## src/fsmc_pkg.sv

```systemverilog
// ----------------------------------------------------------------------------
// fsmc_pkg: shared types and ALU functions of the Forth stack machine core
//
// Holds the opcode and error codes, the controller states, the command and
// status bundles between controller and datapath, and the ALU functions.
// ----------------------------------------------------------------------------
package fsmc_pkg;

   typedef enum logic [5:0] {
      OP_LIT      = 6'd0,
      OP_DROP     = 6'd1,
      OP_TWO_DROP = 6'd2,
      OP_DUP      = 6'd3,
      OP_TWO_DUP  = 6'd4,
      OP_OVER     = 6'd5,
      OP_NIP      = 6'd6,
      OP_SWAP     = 6'd7,
      OP_PICK     = 6'd8,
      OP_RPICK    = 6'd9,
      OP_ROT      = 6'd10,
      OP_NROT     = 6'd11,
      OP_ADD      = 6'd12,
      OP_SUB      = 6'd13,
      OP_MUL      = 6'd14,
      OP_DIV      = 6'd15,
      OP_AND      = 6'd16,
      OP_OR       = 6'd17,
      OP_XOR      = 6'd18,
      OP_EQ       = 6'd19,
      OP_NE       = 6'd20,
      OP_LT       = 6'd21,
      OP_GT       = 6'd22,
      OP_GE       = 6'd23,
      OP_LE       = 6'd24,
      OP_INC      = 6'd25,
      OP_DEC      = 6'd26,
      OP_ZEQ      = 6'd27,
      OP_ZNE      = 6'd28,
      OP_ZLT      = 6'd29,
      OP_ZGT      = 6'd30,
      OP_INVERT   = 6'd31,
      OP_HALF     = 6'd32,
      OP_TWICE    = 6'd33,
      OP_LSHIFT   = 6'd34,
      OP_RSHIFT   = 6'd35,
      OP_STORE    = 6'd36,
      OP_FETCH    = 6'd37,
      OP_PSTORE   = 6'd38,
      OP_TOR      = 6'd39,
      OP_RFROM    = 6'd40,
      OP_RFETCH   = 6'd41,
      OP_RDROP    = 6'd42
   } op_type;

   typedef enum logic [2:0] {
      ERR_OK     = 3'd0,
      ERR_DUNDER = 3'd1,
      ERR_DOVER  = 3'd2,
      ERR_RUNDER = 3'd3,
      ERR_ROVER  = 3'd4,
      ERR_DIVZ   = 3'd5,
      ERR_ADDR   = 3'd6
   } err_type;

   typedef enum logic [2:0] {
      ST_CLEAR,
      ST_IDLE,
      ST_READ,
      ST_ISTART,
      ST_ITER,
      ST_WRITE,
      ST_FINISH
   } state_type;

   typedef struct packed {
      logic accept;
      logic read;
      logic iter_start;
      logic iter_step;
      logic write;
      logic finish;
      logic clear_step;
   } cmd_type;

   typedef struct packed {
      logic err_found;
      logic iterate;
      logic iter_done;
      logic clear_done;
      logic rsp_free;
   } stat_type;

   localparam int WORD_W = 64;
   localparam int ITER_W = 7;
   localparam logic [ITER_W-1:0] ITER_STEPS = 7'd64;

   function automatic logic [WORD_W-1:0] alu_binop(logic [5:0] op, logic [WORD_W-1:0] a,
                                                   logic [WORD_W-1:0] b);
      logic wide;
      logic [WORD_W-1:0] res;
      wide = |b[WORD_W-1:6];
      unique case (op)
         OP_ADD:    res = a + b;
         OP_SUB:    res = a - b;
         OP_AND:    res = a & b;
         OP_OR:     res = a | b;
         OP_XOR:    res = a ^ b;
         OP_EQ:     res = {63'd0, a == b};
         OP_NE:     res = {63'd0, a != b};
         OP_LT:     res = {63'd0, $signed(a) < $signed(b)};
         OP_GT:     res = {63'd0, $signed(b) < $signed(a)};
         OP_GE:     res = {63'd0, !($signed(a) < $signed(b))};
         OP_LE:     res = {63'd0, !($signed(b) < $signed(a))};
         OP_LSHIFT: res = wide ? '0 : (a << b[5:0]);
         default:   res = wide ? {WORD_W{a[WORD_W-1]}} : WORD_W'($signed(a) >>> b[5:0]);
      endcase
      return res;
   endfunction

   function automatic logic [WORD_W-1:0] alu_unop(logic [5:0] op, logic [WORD_W-1:0] t);
      logic [WORD_W-1:0] res;
      unique case (op)
         OP_INC:    res = t + 64'd1;
         OP_DEC:    res = t - 64'd1;
         OP_ZEQ:    res = {63'd0, t == '0};
         OP_ZNE:    res = {63'd0, t != '0};
         OP_ZLT:    res = {63'd0, t[WORD_W-1]};
         OP_ZGT:    res = {63'd0, (t != '0) && !t[WORD_W-1]};
         OP_INVERT: res = ~t;
         OP_HALF:   res = {t[WORD_W-1], t[WORD_W-1:1]};
         default:   res = {t[WORD_W-2:0], 1'b0};
      endcase
      return res;
   endfunction

endpackage

```

## src/fsmc_ctrl.sv

```systemverilog
// ----------------------------------------------------------------------------
// fsmc_ctrl: sequencer of the Forth stack machine core
//
// Steps each item through read, optional multiply/divide iterations, write
// and finish; sweeps the data memory clear after reset.
// ----------------------------------------------------------------------------
module fsmc_ctrl import fsmc_pkg::*; (
   input  logic     clock,
   input  logic     reset,
   input  logic     req_valid,
   output logic     req_ready,
   input  stat_type stat,
   output cmd_type  cmd
);

   state_type state_ff, state_in;

   always_ff @(posedge clock) begin
      if (reset) begin
         state_ff <= ST_CLEAR;
      end else begin
         state_ff <= state_in;
      end
   end

   always_comb begin
      state_in = state_ff;
      unique case (state_ff)
         ST_CLEAR:  if (stat.clear_done) state_in = ST_IDLE;
         ST_IDLE:   if (req_valid) state_in = ST_READ;
         ST_READ: begin
            priority if (stat.err_found) state_in = ST_FINISH;
            else if (stat.iterate) state_in = ST_ISTART;
            else state_in = ST_WRITE;
         end
         ST_ISTART: state_in = ST_ITER;
         ST_ITER:   if (stat.iter_done) state_in = ST_WRITE;
         ST_WRITE:  state_in = ST_FINISH;
         ST_FINISH: if (stat.rsp_free) state_in = ST_IDLE;
         default:   state_in = ST_IDLE;
      endcase
   end

   always_comb begin
      cmd            = '0;
      cmd.accept     = (state_ff == ST_IDLE) && req_valid;
      cmd.read       = (state_ff == ST_READ);
      cmd.iter_start = (state_ff == ST_ISTART);
      cmd.iter_step  = (state_ff == ST_ITER) && !stat.iter_done;
      cmd.write      = (state_ff == ST_WRITE);
      cmd.finish     = (state_ff == ST_FINISH) && stat.rsp_free;
      cmd.clear_step = (state_ff == ST_CLEAR);
   end

   assign req_ready = (state_ff == ST_IDLE);

endmodule

```

## config.mk

```make
export PLATFORM = sky130hd
export DESIGN_NAME = fsmc_ctrl
export DESIGN_NICKNAME = d
export VERILOG_FILES = /design/src/fsmc_pkg.sv /design/src/fsmc_ctrl.sv
export SDC_FILE = /design/constraint.sdc
export NUM_CORES = 1
export LEC_CHECK = 0
export ABC_AREA = 0
export BUFFER_PORTS_ARGS = -buffer_cell sky130_fd_sc_hd__buf_2
export CAP_MARGIN = 20
export CELL_PAD_IN_SITES_DETAIL_PLACEMENT = 0
export CELL_PAD_IN_SITES_GLOBAL_PLACEMENT = 1
export CORE_AREA = 2 2 39 41
export CTS_BUF_LIST = sky130_fd_sc_hd__clkbuf_16
export CTS_CLUSTER_SIZE = 14
export DETAILED_ROUTE_END_ITERATION = 10
export DIE_AREA = 0 0 41 43
export GPL_TIMING_DRIVEN = 0
export HOLD_SLACK_MARGIN = 0.02
export PLACE_DENSITY_LB_ADDON = 0.3
export SLEW_MARGIN = 25
export SYNTH_ARGS = -nofsm -noshare
export SYNTH_HDL_FRONTEND = slang
export SYNTH_SLANG_ARGS = --single-unit
```

## constraint.sdc

```tcl
create_clock -name clock -period 3.3 [get_ports clock]
set_clock_uncertainty 0.2 [all_clocks]
set_input_delay 0.495 -clock clock [delete_from_list [all_inputs] [get_ports clock]]
set_output_delay 0.495 -clock clock [all_outputs]
set_load 0.1 [all_outputs]
```

Yosys cells after proc, flatten, opt, wreduce, memory -nomap -nowiden
Index checks and enable logic that the tools add are counted.

storage, ports and cells
  register bits after elaboration = 3

operators by class
  reductions and logical operators = 6
  muxes and demuxes = 7
  equality and inequality tests = 10

operator list
  kind                                                  number
  one-hot mux 3 bit (7 select lines)                    1
  two-way mux 3 bit                                     6
  equality test 3 bit (second input constant)           3
  != test 2 bit (second input constant)                 4
  equality test 3 x 2 -> 1 bit (second input constant)  2
  AND reduction 4 bit                                   1
  equality test 3 x 1 -> 1 bit (second input constant)  1
  logical AND 1 bit                                     3
  zero test 3 bit                                       1
  zero test 1 bit                                       1

Longest topological paths before layout
Gate-level depths: netlist (run 1).

  word-level depth = 3
  mapped depth = 6
  depth with buffers taken out = 5

Worst setup path before layout (run 1)
OpenSTA, ideal clock, no wires.

  kind = flip-flop to output port
  start = reg state_ff[1]
  end = out cmd[0] (netlist bit)
  stages on the path, launching flop included = 3
  arrival time = 2490 ps
  slack = 115 ps
  data required time = 2605 ps
  path buffers = 1
  cells stage by stage = dfxtp_1 > buf_6 > nor3_1

RTL lines
  what                    line             RTL
  start, declared         fsmc_ctrl.sv:16  state_type state_ff, state_in;
  start signal, assigned  fsmc_ctrl.sv:22  state_ff <= state_in;
  end, declared           fsmc_ctrl.sv:13  output cmd_type cmd

==> results of run 1 <==
[tightest hold or removal path, stage by stage]
cell,delay (ns)
buf_2,0.09
a21oi_1,0.05
o21a_1,0.10
[layout by cell type, fill, tap and decap left out, drive strengths merged]
cell / netlist / routed
buf: 2 / 17
o311ai: 1 / 1
o21ai: 1 / 1
inv: 7 / 8
ha: 1 / 1
and2: 2 / 2
clkbuf: 1 / 4
nor4: 1 / 1
mux2i: 1 / 1
a31oi: 1 / 1
dfxtp: 3 / 3
and3: 2 / 2
a221oi: 2 / 2
a21oi: 1 / 1
nor3: 4 / 4
nand2b: 1 / 1
nor2: 4 / 4
o211ai: 1 / 1
nor4b: 1 / 1
o311a: 1 / 1
or2b: 1 / 1
or3: 1 / 1
o21a: 1 / 1
nor2b: 3 / 3
or3b: 1 / 1
or4: 1 / 1
[worst min-delay path by stage]
stage	start	end	slack, ns	cells past startpoint
3_5_place_dp	state_ff[1]	state_ff[0]	0.44	3
5_1_grt	reset	state_ff[2]	0.38	3
3_3_place_gp	state_ff[1]	state_ff[0]	0.45	3
4_1_cts	reset	state_ff[2]	0.36	3
6_report	reset	state_ff[2]	0.36	3
2_1_floorplan	state_ff[1]	state_ff[0]	0.40	3
[where the power goes]
group / leakage [nW] / switching (mW) / internal (mW) / total, mW
Combinational: 0.205 / 0.0771 / 0.0317 / 0.109
Sequential: 0.0246 / 0.00256 / 0.0395 / 0.0421
Clock: 0.0423 / 0.0323 / 0.156 / 0.189
Total: 0.272 / 0.112 / 0.227 / 0.339
[per-stage QoR]
step	setup slack [ns]	instances
2_1_floorplan	0.1151	46
3_3_place_gp	1.162	77
3_5_place_dp	1.156	77
4_1_cts	0.9901	81
5_1_grt	0.9272	81
6_report	0.9953	81
[area by class of cell]
class	count	area, sq um
repair buffers	15	75.07
clock buffers	3	75.07
fillers	157	852.1
flip-flops and latches	3	60.06
clock inverters	1	3.754
multi-input cells	33	235.2
plain buffers	3	36.28
well taps	16	20.02
inverters	7	26.28
[logic make-up (layout without fill, tap and decap cells)]
family,Yosys count,count (layout),synth area share
flops,3,3,0.1678
buf+inv,10,29,0.1748
mux,1,1,0.02797
compound gates,9,9,0.2063
fa+ha+maj,1,1,0.03496
simple gates,22,22,0.3882
[routing by layer]
metal / vias to the layer above / track usage / wire length [um]
li1: 203 / - / -
met1: 174 / 0.1497 / 373
met2: 8 / 0.1594 / 405
met3: 2 / 0.03141 / 51
met4: 0 / 0.08000 / 6
met5: - / 0 / 0
==> out/metrics.cfg, run 1 <==
[outcome]
outcome = finished clean

[placement]
place.gp.congestion = 0.6664
io_buffers = 15
dp_hpwl_um = 655.8
place_area_sq_um = 452.9

[global_route]
grt_max_degree = 11
grt_pass1_wl_mm = 1.359
grt_overflow = 0
grt_pass1_vias = 332
grtUsageTotal = 0.1161
antenna_found_initial = 0

[setup_path]
crit_slowest_cell = buf_2
cp-start-kind = flop
critPathBufInv = 3
rr_worst_depth = 6
critPathMaxFanout = 10
worstSetupPathDepth = 5
crit_family = buffers and inverters
crit_start = state_ff[2]
crit_end = cmd[3]
arrival_ns = 1.61
critical_path_class = flop to output port
cp-end-kind = output port
cp.required_ns = 2.60
r2r_slack_ns = 1.54
r2r-start = state_ff[1]
timing.rr.end = state_ff[0]
slowest_delay_ns = 0.41
path_cells = buf_6 > nand2b_2 > or3_1 > inv_1 > buf_2

[synth]
synthFlopType = dfxtp_1
synth_fp_nets = 55
synthTopCellsByArea = dfxtp_1 17%, inv_1 7.3%, buf_6 6.3%
yosysTopAreaCellShare = 0.1678
syn_area_sq_um = 357.8
synth_seq_cells = 3
netlist_instances = 46
ys_top_cells_by_count = 7 x inv_1, 4 x nor2_1, 4 x nor3_1
synth.distinct_cells = 28
yosysMostFrequentCell = inv_1
async_flop_share = 0
synth_largest_area_cell = dfxtp_1
syn-mean-instance-area_sq_um = 7.779
ys_seq_area_frac = 0.1678
synth_edf_count = 0
synth_warnings = 0

[power]
p_per_area_nw_per_um2 = 638.3
power.total_mw = 0.3394
vdd_drop_max_uv = 368.5
leakage_nw = 0.2721

[layout]
syn_to_final_growth_pct = 48.60
final_area_sq_um = 531.8
drive_gt1_frac = 0.4000
final_nets = 75
max_flop_register = state_ff
final_core_util = 0.3843
reg_top3 = state_ff: 3 flops
largest_reg_flops = 3
diodes = 0

[worst_hold_path]
hold_class = input port to flop

[sta]
fin_tns_setup_ns = 0
period_needed_ns = 2.305
tightest_slew_ns = 0.4845
rsz0062_at_grt = no
whs_ns = 0.3576
slew_headroom = 0.6792
setup_violations = 0
fmax_ghz = 0.4339
hold_viol_final = 0
post-route-period-util = 0.6984
maxSlewViolCount = 0

[clock_network]
clk_latency_ns = 0.22
cts_hold_buf = 0
root_buffer = clkbuf_16
cts.repair.resized = 0
path_clk_slew_ns = 0.03
htreeDepth = 1
clockBufferDepth = 2
cts_sinks = 3
cts_buffers = 3
cts_tree = yes
post-cts-setup-buffers = 0

[floorplanning]
io_pins = 16
initial_core_util = 0.2586
die_w_um = 41
chipHeight_um = 43
rows = 14
core_sq_um = 1384
design.die.area_sq_um = 1763

[drt]
drt_iter0_markers = 2
drc = 0
wl_per_cell_um = 10.32
wl_um = 836
first_pass_iters = 3
ant_nets = 0
vias = 387
vias_per_cell = 4.778

[flow_run]
maxCapViolations = 0

No activity file was read; power rests on OpenSTA's default activity.
==> inputs of run 2 (changes only) <==
==> constraint.sdc (replaced) <==
create_clock -name clock -period 2.3 [get_ports clock]
set_clock_uncertainty 0.2 [all_clocks]
set_input_delay 0.345 -clock clock [delete_from_list [all_inputs] [get_ports clock]]
set_output_delay 0.345 -clock clock [all_outputs]
set_load 0.1 [all_outputs]
==> run 2 against run 1 <==
Compared with the run above:
- first-iteration DRC count fell by 50%
- hold slack got worse by 0.15 ns
- global-route usage rose by 1.0 points
- highest routed layer unchanged
==> out/metrics.cfg, run 2 (same netlist as run 1, synthesis figures left out) <==
[layout]
final_area_sq_um = 539.3
final_cell_mix = 15 x buf_2, 8 x inv_1, 4 x nor2_1
drive_gt1_frac = 0.4308
stdcell_count = 81
final_common_cell = buf_2
syn_to_final_growth_pct = 50.70
final_core_util = 0.3897
final_nets = 75
reg_top3 = state_ff: 3 flops
diodes = 0
max_flop_register = state_ff
largest_reg_flops = 3

[sta]
tightest_slew_ns = 0.4855
rsz0062_at_grt = no
whs_ns = 0.2087
fin_tns_setup_ns = 0
hold_viol_final = 0
fmax_ghz = 0.4616
post-route-period-util = 0.9420
slew_headroom = 0.6785
setup_ws_ns = 0.1335
setup_violations = 0
maxSlewViolCount = 0
period_needed_ns = 2.167

[global_route]
grt_max_degree = 11
grt_pass1_vias = 347
grt_pass1_wl_mm = 1.455
grtUsageTotal = 0.1265
antenna_found_initial = 0
grt_overflow = 0

[drt]
drt_iter0_markers = 1
wl_per_cell_um = 10.63
ant_nets = 0
vias_per_cell = 4.827
wl_um = 861
first_pass_iters = 3
drc = 0
vias = 391

[placement]
place.gp.congestion = 0.6851
dp_hpwl_um = 659.9
placed_cells = 77
place_ws_ns = 0.3778
place_area_sq_um = 460.4
io_buffers = 15

[setup_path]
cp-start-kind = flop
critPathMaxFanout = 10
r2r-start = state_ff[1]
crit_end = cmd[3]
crit_family = buffers and inverters
critPathBufInv = 3
arrival_ns = 1.62
crit_start = state_ff[2]
cp-end-kind = output port
worstSetupPathDepth = 5
path_cells = buf_6 > nand2b_2 > or3_1 > inv_1 > buf_2
r2r_slack_ns = 0.54
cp.required_ns = 1.75
timing.rr.end = state_ff[0]
critical_path_class = flop to output port
crit_slowest_cell = buf_2
rr_worst_depth = 6
slowest_delay_ns = 0.41

[clock_network]
cts_sinks = 3
htreeDepth = 1
cts.repair.resized = 0
cts_tree = yes
cts_hold_buf = 0
path_clk_slew_ns = 0.03
clk_latency_ns = 0.22
post-cts-setup-buffers = 0
clockBufferDepth = 2
cts_buffers = 3
root_buffer = clkbuf_16

[floorplanning]
io_pins = 16
die_w_um = 41
rows = 14
chipHeight_um = 43
initial_core_util = 0.2586
core_sq_um = 1384
design.die.area_sq_um = 1763

[power]
p_per_area_nw_per_um2 = 910.5
leakage_nw = 0.2741
vdd_drop_max_uv = 494.5
power.total_mw = 0.4910

[worst_hold_path]
hold_class = input port to flop
hold_start = reset

[flow_run]
maxCapViolations = 0

[outcome]
outcome = finished clean

run 2: cell types whose count changed in the layout (fill, tap and decap cells not counted):
cell and delta:
nor2b_1 -1, nor2b_2 +1, nor3_1 -1, nor3_2 +1
run 2: worst min path at each step:
| stage | slack, ns | cells past startpoint | end |
|---|---|---|---|
| after global placement | 0.44 | 4 | state_ff[0] |
| after global routing | 0.22 | 3 | state_ff[2] |
| after detailed placement | 0.44 | 4 | state_ff[0] |
| final | 0.21 | 4 | state_ff[0] |
| after floorplan | 0.31 | 3 | state_ff[0] |
| after CTS | 0.21 | 4 | state_ff[0] |
run 2: final cells by class:
| cell class | count | area [sq um] |
|---|---|---|
| fillers | 153 | 844.6 |
| multi-input cells | 33 | 242.7 |
| clock buffers | 3 | 75.07 |
| repair buffers | 15 | 75.07 |
| flip-flops and latches | 3 | 60.06 |
| plain buffers | 3 | 36.28 |
| inverters | 7 | 26.28 |
| well taps | 16 | 20.02 |
| clock inverters | 1 | 3.754 |
run 2: layer usage:
| metal | global-route usage | vias up | part of all wire |
|---|---|---|---|
| met5 | 0 | - | 0 |
| met4 | 0.1200 | 0 | 0.044 |
| met3 | 0.03141 | 4 | 0.039 |
| met2 | 0.1625 | 10 | 0.43 |
| met1 | 0.1608 | 172 | 0.48 |
| li1 | - | 205 | - |
run 2: worst register-to-register path, cell delays in order, from the launching register on:
cell and delay (ns):
dfxtp_1 0.33, buf_6 0.14, inv_1 0.07, ha_1 0.36, and2_1 0.19, a221oi_1 0.22, a31oi_1 0.13
run 2: power breakdown:
group / internal [mW] / total, mW / switching, mW
logic: 0.0463 / 0.158 / 0.111
registers: 0.0567 / 0.0604 / 0.00369
clock network: 0.224 / 0.273 / 0.0488
total: 0.327 / 0.491 / 0.164
